### src/rtl/mfc_pkg.sv
// Package: constants, types and membership functions of the fuzzy centroid unit
package mfc_pkg;
  localparam int OutPoints = 31;
  localparam int MfFrac = 8;
  localparam int MfW = MfFrac + 1;
  localparam int MfOne = 1 << MfFrac;
  localparam int KW = $clog2(OutPoints);
  localparam int AreaW = MfW + KW;
  localparam int MomW = AreaW + KW;
  localparam int CentW = 13;
  localparam int NumW = MomW + 14;
  localparam int DenW = AreaW + KW + 1;
  localparam int QW = 14;
  localparam int CentMax = 7680;

  typedef logic [MfW-1:0] mf_t;
  typedef logic [255:0][MfW-1:0] mf_tab_t;

  typedef struct packed {
    mf_t r1;
    mf_t r2;
    mf_t r3;
  } str_t;

  typedef struct packed {
    logic [AreaW-1:0] area;
    logic [MomW-1:0] moment;
  } acc_t;

  function automatic longint cdiv(input longint n, input longint d);
    longint q, r;
    q = 0;
    r = n;
    while (r >= d) begin
      r = r - d;
      q = q + 1;
    end
    return q;
  endfunction

  function automatic mf_t member(input int pos, input int scale, input int a, input int b,
                                 input int c, input int d);
    int pa, pb, pc, pd;
    longint t;
    pa = a * scale;
    pb = b * scale;
    pc = c * scale;
    pd = d * scale;
    if (pos <= pa) t = 0;
    else if (pos <= pb) t = cdiv(longint'(pos - pa) * MfOne, longint'(pb - pa));
    else if (pos <= pc) t = MfOne;
    else if (pos <= pd) t = cdiv(longint'(pd - pos) * MfOne, longint'(pd - pc));
    else t = 0;
    return mf_t'(t);
  endfunction

  function automatic mf_tab_t mf_table(input int a, input int b, input int c, input int d);
    mf_tab_t t;
    for (int i = 0; i < 256; i++) t[i] = member(i, 16, a, b, c, d);
    return t;
  endfunction

  function automatic mf_t max2(input mf_t p, input mf_t q);
    return (p > q) ? p : q;
  endfunction

  function automatic mf_t min2(input mf_t p, input mf_t q);
    return (p < q) ? p : q;
  endfunction

  localparam mf_tab_t SvcPoorTab = mf_table(-1, 0, 1, 4);
  localparam mf_tab_t FoodRancidTab = mf_table(-1, 0, 1, 3);
  localparam mf_tab_t SvcGoodTab = mf_table(1, 5, 5, 9);
  localparam mf_tab_t SvcExcelTab = mf_table(6, 9, 10, 10);
  localparam mf_tab_t FoodDelicTab = mf_table(7, 9, 10, 10);
endpackage

### src/rtl/mfc_div_cell.sv
// Divider cell: one restoring quotient bit per stage
module mfc_div_cell (
  input  logic                    clk,
  input  logic                    en,
  input  logic [mfc_pkg::NumW:0]  rem_i,
  input  logic [mfc_pkg::NumW-1:0] num_i,
  input  logic [mfc_pkg::DenW-1:0] den_i,
  input  logic [mfc_pkg::QW-1:0]  q_i,
  input  logic                    z_i,
  output logic [mfc_pkg::NumW:0]  rem_o,
  output logic [mfc_pkg::NumW-1:0] num_o,
  output logic [mfc_pkg::DenW-1:0] den_o,
  output logic [mfc_pkg::QW-1:0]  q_o,
  output logic                    z_o
);
  import mfc_pkg::*;
  logic [NumW:0] sh, rem_r;
  logic [NumW-1:0] num_r;
  logic [DenW-1:0] den_r;
  logic [QW-1:0] q_r;
  logic z_r, ge;
  assign sh = {rem_i[NumW-1:0], num_i[NumW-1]};
  assign ge = sh >= (NumW+1)'(den_i);
  always_ff @(posedge clk) begin
    if (en) begin
      rem_r <= ge ? sh - (NumW+1)'(den_i) : sh;
      num_r <= {num_i[NumW-2:0], 1'b0};
      den_r <= den_i;
      q_r <= {q_i[QW-2:0], ge};
      z_r <= z_i;
    end
  end
  assign rem_o = rem_r;
  assign num_o = num_r;
  assign den_o = den_r;
  assign q_o = q_r;
  assign z_o = z_r;
endmodule

### config.mk
export PLATFORM = sky130hd
export DESIGN_NAME = mfc_div_cell
export DESIGN_NICKNAME = d
export VERILOG_FILES = /design/src/rtl/mfc_pkg.sv /design/src/rtl/mfc_div_cell.sv
export SDC_FILE = /design/constraint.sdc
export NUM_CORES = 1
export LEC_CHECK = 0
export BUFFER_PORTS_ARGS = -buffer_cell sky130_fd_sc_hd__buf_2
export CAP_MARGIN = 20
export CORE_MARGIN = 2
export CORE_UTILIZATION = 43
export CTS_CLUSTER_DIAMETER = 150
export DETAILED_ROUTE_END_ITERATION = 16
export GPL_TIMING_DRIVEN = 0
export PLACE_DENSITY = 0.76
export SLEW_MARGIN = 20
export SYNTH_ARGS = -nofsm -noshare
export SYNTH_HDL_FRONTEND = slang
export SYNTH_SLANG_ARGS = --single-unit
### constraint.sdc
create_clock -name clk -period 2.8 [get_ports clk]
set_clock_uncertainty 0.1 [all_clocks]
set_input_delay 0.14 -clock clk [delete_from_list [all_inputs] [get_ports clk]]
set_output_delay 0.14 -clock clk [all_outputs]
set_load 0.005 [all_outputs]
==> results.json <==
{
  "htreeDepth": 3,
  "clockRootBuffer": "clkbuf_8",
  "top_usage_layer": "met2",
  "rows": 38,
  "fill_cells": 796,
  "drc_errors": 0,
  "grt_remaining_overflow": 0,
  "final_area_sq_um": 7093,
  "ys_top_cells_by_area": "edfxtp_1, ha_1, xnor2_1",
  "hold_viol": 0,
  "startpoint_type": "primary input",
  "multi_input_area_sq_um": 1564,
  "gp_congestion": 0.9316,
  "synth-seq-cells": 101,
  "via_per_inst": 5.022,
  "p_leak_uw": 0.003008,
  "area_growth_pct": 50.25,
  "irDropWorstVdd_mv": 0.2850,
  "tns_ps": 0,
  "use_met3": 0.05140,
  "power_uw": 3457,
  "avgSynthCellArea_sq_um": 13.15,
  "grtUsageMet1": 0.2427,
  "powerDensity_nw_per_um2": 487.4,
  "drv_cap": 0,
  "async_flop_share": 0,
  "grt_usage": 0.2116,
  "dieWidth_microns": 108.8,
  "ys_top_cells_by_count": "edfxtp_1, nand2_1, o21ai_0, inv_1, ha_1",
  "worst-setup-path-type": "in -> reg",
  "synth_edf_count": 101,
  "outcome": "complete, no violations",
  "antenna_found_initial": 0,
  "cts_tree": "built",
  "wl_per_cell_microns": 15.96,
  "grt_pass1_vias": 3950,
  "worstHoldPathType": "in -> reg",
  "synth_cells": 359,
  "ys_seq_area_frac": 0.6425,
  "placed_area_sq_um": 5941,
  "yosys_warnings": 0,
  "antenna_left": 0,
  "finalCriticalPeriod_ps": 2721,
  "netlist_area_sq_um": 4721,
  "cp.arrival_ps": 2740,
  "dp_hpwl_mm": 9.007,
  "cp_max_fo": 10,
  "io_pins": 206,
  "fin_crit_sh": 0.9717,
  "yosysTopAreaCell": "edfxtp_1",
  "die_h_microns": 108.8,
  "dr.pass1.iters": 4,
  "regArea_sq_um": 3033,
  "grt_pass1_wl_mm": 19.10,
  "port_buffers": 202,
  "yosysMostFrequentCell": "edfxtp_1",
  "numCtsBuffers": 9,
  "cts_sinks": 101,
  "num_antenna_cells": 0,
  "cts_setup_buffers": 0,
  "cts_buffer_depth": 2,
  "synth_nets": 484,
  "first_iter_violations": 242,
  "dieArea_sq_um": 11830,
  "yosys.area.top_type_share": 0.6425,
  "synth_ff_type": "edfxtp_1",
  "critPathRequiredTime_ps": 2820,
  "start_util": 0.4374,
  "nets": 792,
  "end_kind": "flop",
  "drive_gt1_frac": 0.3577,
  "grt_use_met2": 0.3804,
  "grt_max_degree": 69,
  "yosysUniqueCellTypes": 48,
  "max_freq_mhz": 367.5,
  "final_max_slew_viol_count": 0,
  "setup_viol": 0,
  "final_util": 0.6572,
  "vias": 4073,
  "postRouteWirelength_mm": 12.95,
  "cts.clk_slew.worst_paths_ps": 110,
  "rsz0062_at_grt": "true",
  "coreArea_sq_um": 10790
}
area by class of cell:
class                      instances  area share
buffer                             7    0.007409
clock buffer                       9     0.01746
clock inverter                     6    0.007762
inverter                          27     0.01464
multi-input combinational        224      0.2205
sequential                       101      0.4276
tap                              140     0.02470
timing repair buffer             297      0.2799
per-layer routing:
layer / wire [microns] / vias up
li1: - / 1949
met1: 5196 / 1915
met2: 6512 / 183
met3: 942 / 26
met4: 297 / 0
met5: 0 / -
sequential cells by signal, summed over array words and instances, names as in the netlist:
signal,count
rem_o,34
num_o,32
den_o,20
q_o,14
z_o,1
logic make-up (layout without fill, tap and decap cells):
kind of cell / after synthesis / after routing / share of synthesized area
simple gates: 93 / 93 / 0.1004
buf+inv: 35 / 346 / 0.03392
mux: 2 / 2 / 0.005565
other cells: 1 / 1 / 0.0007944
xor+xnor: 31 / 31 / 0.05751
flops: 101 / 101 / 0.6425
fa+ha+maj: 21 / 21 / 0.05725
compound gates: 75 / 76 / 0.1020
power by group:
part / internal, uW / total [uW] / switching [uW]
Sequential: 1840 / 1870 / 37.4
Combinational: 369 / 727 / 358
Clock: 336 / 856 / 520
worst paths after layout:
check	depth (start not counted)	slack [ps]	startpoint	endpoint
max	9	80	rem_i[25]	rem_o[1]
min	2	10	rem_i[22]	rem_o[23]
cells in the final DEF, fill, tap and decap left out, types with 12 or more instances in the layout:
master / Yosys / layout
buf_2: 2 / 203
dlygate4sd3_1: 0 / 94
edfxtp_1: 101 / 101
inv_1: 26 / 26
nor2_1: 12 / 12
xnor2_1: 18 / 18
o21ai_0: 27 / 26
xor2_1: 13 / 13
ha_1: 20 / 20
a21oi_1: 18 / 17
nand2_1: 36 / 36
timing repair:
action | in CTS | in global routing
hold buffers | 94 | 0
endpoints found under the hold margin | 94 | 0
resized for setup | 0 | 5
setup endpoints to repair | 0 | 19
worst max-delay path, stage by stage:
cell	delay (ps)
dlygate4sd3_1	530
buf_2	140
or3_1	360
buf_2	170
nor4_4	280
nand4b_2	230
a41oi_4	340
buf_6	210
mux2_1	340
metrics by stage:
step	hold slack [ps]	setup WS (ps)	instances
2_1_floorplan	138.9	123.5	359
3_3_place_gp	216.7	-316.7	701
3_5_place_dp	218.4	-377.8	702
4_1_cts	1.023	8.508	811
5_1_grt	16.50	-20.16	811
6_report	13.51	79.15	811
Note: power is estimated with default switching activity, not from simulation.
