--- config.mk ---
export PLATFORM = sky130hd
export DESIGN_NAME = mfc_cell
export DESIGN_NICKNAME = d
export VERILOG_FILES = /design/src/rtl/mfc_pkg.sv /design/src/rtl/mfc_cell.sv
export SDC_FILE = /design/constraint.sdc
export NUM_CORES = 1
export LEC_CHECK = 0
export ABC_AREA = 1
export BUFFER_PORTS_ARGS = -buffer_cell sky130_fd_sc_hd__buf_2
export CAP_MARGIN = 20
export CORE_MARGIN = 2
export CORE_UTILIZATION = 50
export CTS_BUF_LIST = sky130_fd_sc_hd__clkbuf_16
export DETAILED_ROUTE_END_ITERATION = 7
export GPL_ROUTABILITY_DRIVEN = 0
export HOLD_SLACK_MARGIN = 0.1
export PLACE_DENSITY = 0.79
export SLEW_MARGIN = 15
export SYNTH_ARGS = -nofsm -noshare
export SYNTH_HDL_FRONTEND = slang
export SYNTH_SLANG_ARGS = --single-unit
--- constraint.sdc ---
create_clock -name clk -period 8.62 [get_ports clk]
set_input_delay 2.155 -clock clk [delete_from_list [all_inputs] [get_ports clk]]
set_output_delay 2.155 -clock clk [all_outputs]
set_load 0.02 [all_outputs]
--- src/rtl/mfc_pkg.sv ---
// Package: constants, types and membership functions of the fuzzy centroid unit
package mfc_pkg;
  localparam int OutPoints = 31;
  localparam int MfFrac = 8;
  localparam int MfW = MfFrac + 1;
  localparam int MfOne = 1 << MfFrac;
  localparam int KW = $clog2(OutPoints);
  localparam int AreaW = MfW + KW;
  localparam int MomW = AreaW + KW;
  localparam int CentW = 13;
  localparam int NumW = MomW + 14;
  localparam int DenW = AreaW + KW + 1;
  localparam int QW = 14;
  localparam int CentMax = 7680;

  typedef logic [MfW-1:0] mf_t;
  typedef logic [255:0][MfW-1:0] mf_tab_t;

  typedef struct packed {
    mf_t r1;
    mf_t r2;
    mf_t r3;
  } str_t;

  typedef struct packed {
    logic [AreaW-1:0] area;
    logic [MomW-1:0] moment;
  } acc_t;

  function automatic longint cdiv(input longint n, input longint d);
    longint q, r;
    q = 0;
    r = n;
    while (r >= d) begin
      r = r - d;
      q = q + 1;
    end
    return q;
  endfunction

  function automatic mf_t member(input int pos, input int scale, input int a, input int b,
                                 input int c, input int d);
    int pa, pb, pc, pd;
    longint t;
    pa = a * scale;
    pb = b * scale;
    pc = c * scale;
    pd = d * scale;
    if (pos <= pa) t = 0;
    else if (pos <= pb) t = cdiv(longint'(pos - pa) * MfOne, longint'(pb - pa));
    else if (pos <= pc) t = MfOne;
    else if (pos <= pd) t = cdiv(longint'(pd - pos) * MfOne, longint'(pd - pc));
    else t = 0;
    return mf_t'(t);
  endfunction

  function automatic mf_tab_t mf_table(input int a, input int b, input int c, input int d);
    mf_tab_t t;
    for (int i = 0; i < 256; i++) t[i] = member(i, 16, a, b, c, d);
    return t;
  endfunction

  function automatic mf_t max2(input mf_t p, input mf_t q);
    return (p > q) ? p : q;
  endfunction

  function automatic mf_t min2(input mf_t p, input mf_t q);
    return (p < q) ? p : q;
  endfunction

  localparam mf_tab_t SvcPoorTab = mf_table(-1, 0, 1, 4);
  localparam mf_tab_t FoodRancidTab = mf_table(-1, 0, 1, 3);
  localparam mf_tab_t SvcGoodTab = mf_table(1, 5, 5, 9);
  localparam mf_tab_t SvcExcelTab = mf_table(6, 9, 10, 10);
  localparam mf_tab_t FoodDelicTab = mf_table(7, 9, 10, 10);
endpackage

--- src/rtl/mfc_cell.sv ---
// Cell: adds the clipped aggregate of one output sample to the running sums
module mfc_cell (
  input  logic                  clk,
  input  logic                  en,
  input  mfc_pkg::mf_t          m1_i,
  input  mfc_pkg::mf_t          m2_i,
  input  mfc_pkg::mf_t          m3_i,
  input  logic [mfc_pkg::KW-1:0] k_i,
  input  mfc_pkg::str_t         str_i,
  input  mfc_pkg::acc_t         acc_i,
  output mfc_pkg::str_t         str_o,
  output mfc_pkg::acc_t         acc_o
);
  import mfc_pkg::*;
  mf_t agg;
  str_t str_r;
  acc_t acc_r;
  assign agg = max2(min2(m1_i, str_i.r1), max2(min2(m2_i, str_i.r2), min2(m3_i, str_i.r3)));
  always_ff @(posedge clk) begin
    if (en) begin
      str_r <= str_i;
      acc_r.area <= acc_i.area + AreaW'(agg);
      acc_r.moment <= acc_i.moment + MomW'(agg) * MomW'(k_i);
    end
  end
  assign str_o = str_r;
  assign acc_o = acc_r;
endmodule

==> results.yml <==
cts:
  clock-sinks: 60
  clockRootBuffer: "clkbuf_16"
  clk_path_buf_depth: 2
  clkTransAtPathRegs_ns: 0.06
  cts_buffers: 9
  htreeDepth: 3
  cts_hold_buf: 0
  cts_tree: "built"
timing:
  setup_viol: 13
  period_needed_ns: 8.912
  worst_slack_ns: -0.2917
  finalCritPeriodShare_pct: 103.4
  hold_viol_final: 0
  relSlewSlack_pct: 46.47
  worst_pin_slew_ns: 0.8029
  finalMaxSlewViolations: 0
  rsz0062_at_grt: "yes"
  max_clock_freq_ghz: 0.1122
  holdWs_ns: 1.974
floorplan:
  die_h_um: 114.1
  core_area_um2: 11910
  placementRows: 40
  boundaryPins: 154
  dieWidth_um: 114.1
  start_util_pct: 50.89
  die_area_um2: 13020
synth:
  syn_area_per_cell_um2: 8.467
  synth-xor-area-share_pct: 3.467
  synth_seq_area_share_pct: 29.72
  yosys_warnings: 0
  syn_inst: 716
  synth_mux_area_share_pct: 0
  synth_top_family_by_area: "adder cells"
  synth_compound_area_share_pct: 6.997
  synth_fp_nets: 919
  yosys.area_share.adder_pct: 26.71
  synthDistinctLibCells: 32
  synthSimpleGateAreaFrac_pct: 24.83
  synth_area_um2: 6062
  synth_seq_cells: 60
drt:
  post_drt_wl_per_cell_um: 19.25
  drt-initial-drc-count: 634
  drc: 0
  viasPerCell: 5.722
  ant_nets: 0
  drt_pass1_iterations: 7
  vias: 6758
  drt_wl_total_um: 22730
worst_hold_path:
  hp-class: "in -> reg"
cells_and_area:
  syn_to_final_growth_pct: 59.05
  fill_cells: 662
  nNetsFinal: 1232
  antennaDiodeCount: 0
  drive_gt1_share_pct: 52.42
critical_path:
  required_ns: 8.73
  startpoint: "str_i[15]"
  worstPathMaxFanout: 8
  crit_type: "in -> reg"
  crit_path_end: "acc_o[14]"
  max_stage_delay_ns: 0.57
  end_kind: "flop"
  cp_slowest_cell: "fa_1"
  cp-start-kind: "input port"
  crit_arrival_ns: 9.02
global_route:
  first_global_vias: 6018
  grt_max_degree: 61
  antenna_found_initial: 0
  globalRouteTotalUtil_pct: 25.84
  grt_pass1_wl_um: 26630
  grt_overflow: 0
run:
  maxCapViolCount: 0
status:
  outcome: "finished with violations"
  violations: "negative setup slack"
placed_design:
  port_buffers: 153
  dpl.hpwl_um: 12570
==> layer usage <==
metal / global-route usage (%) / part of all wire, % / up-vias / routed length [um]
met3: 6.141 / 8.4 / 143 / 1913
met5: 0 / 0 / - / 0
met4: 7.561 / 6.3 / 0 / 1424
met1: 30.57 / 38 / 3154 / 8531
met2: 46.67 / 48 / 471 / 10860
li1: - / - / 2990 / -
==> cell usage in the layout (no fill, tap or decap), types with 20 or more instances in the layout <==
cell,netlist,final
nor2_1,64,43
buf_4,0,137
nand2_1,152,84
buf_2,0,149
ha_1,75,40
nand2_2,15,53
edfxtp_1,60,60
fa_1,34,34
nand4_1,22,22
nand3_2,10,20
ha_4,0,35
nand2_4,1,30
nand3_1,37,23
inv_1,127,109
==> how the worst min path moves through the flow <==
stage	start	endpoint	slack (ns)	depth (start not counted)
floorplan	str_i[0]	str_o[0]	2.25	0
global placement	str_i[4]	str_o[4]	2.35	1
detailed placement	str_i[3]	str_o[3]	2.35	1
CTS	str_i[3]	str_o[3]	2.00	1
global route	str_i[8]	str_o[8]	1.97	1
finish	str_i[8]	str_o[8]	1.97	1
==> what timing repair did <==
item,in CTS,in global routing
gates resized for setup,33,235
cloned,2,2
hold endpoints to repair,0,0
pin swaps,20,116
setup endpoints to repair,11,14
setup buffers,8,24
==> flip-flops by register name (all words and copies together), names as in the netlist <==
name and cells:
str_o 27, acc_o 33
==> cell type report <==
cell class	count	area (um2)	share of cell area, %
clock buffers	9	225.2	2.336
clock inverters	7	58.81	0.6099
inverters	130	510.5	5.295
multi-input cells	528	4921	51.04
flip-flops and latches	60	1802	18.69
well taps	147	183.9	1.908
repair buffers	299	1933	20.05
repair inverters	1	7.507	0.07786
==> kinds of logic after synthesis <==
kind of cell,Yosys count
simple gates,319
flops,60
buf+inv,131
fa+ha+maj,109
xor+xnor,24
compound gates,73
==> worst max-delay path: cells and delay by family <==
family | cells | cell delay [ns]
xor gates and xnor gates | 1 | 0.15
AOI/OAI and AO/OA | 7 | 1.15
and+or+nand+nor | 17 | 2.15
adders and majority gates | 7 | 2.43
buffers and inverters | 8 | 0.96
==> metrics by stage <==
stage / TNS (ns) / utilization (%) / std cells / cell area, um2 / setup slack [ns]
2_1_floorplan: 0 / - / 716 / 6062 / 0.08623
3_3_place_gp: -2.321 / 66.06 / 1129 / 7869 / -0.3180
3_5_place_dp: -5.494 / 66.06 / 1129 / 7869 / -0.5755
4_1_cts: 0 / 70.41 / 1155 / 8387 / 0.007541
5_1_grt: -4.537 / 80.95 / 1181 / 9642 / -0.4483
6_report: -2.150 / 80.95 / 1181 / 9642 / -0.2917
==> cells in the mapped netlist <==
library cell | n | area [um2]
or2_1 | 1 | 6.260
and2_1 | 8 | 50.05
a21o_1 | 7 | 52.55
a21oi_4 | 1 | 16.27
fa_1 | 34 | 680.7
xor2_1 | 13 | 113.9
o21ai_0 | 21 | 105.1
ha_1 | 75 | 938.4
nand2_4 | 1 | 11.26
nor2_2 | 2 | 12.51
nand4_1 | 22 | 137.6
buf_6 | 1 | 11.26
edfxtp_1 | 60 | 1802
nor3_1 | 1 | 5.000
nand2_1 | 152 | 570.6
nor2_4 | 2 | 22.52
nand3_2 | 10 | 100.1
o2111ai_1 | 1 | 8.760
xnor2_1 | 11 | 96.34
nand3_4 | 4 | 70.07
o221ai_1 | 1 | 8.760
nand2_2 | 15 | 93.84
o211ai_2 | 2 | 25.02
nor2_1 | 64 | 240.2
nand3_1 | 37 | 185.2
a21oi_1 | 33 | 165.2
o21a_1 | 2 | 15.01
o21ai_1 | 3 | 15.01
a31oi_1 | 2 | 12.51
inv_4 | 1 | 6.260
inv_2 | 2 | 7.510
inv_1 | 127 | 476.7
Power is left out: the tool's default activity adds up to more than one toggle a clock period on the data nets, which glitch-free logic cannot reach.
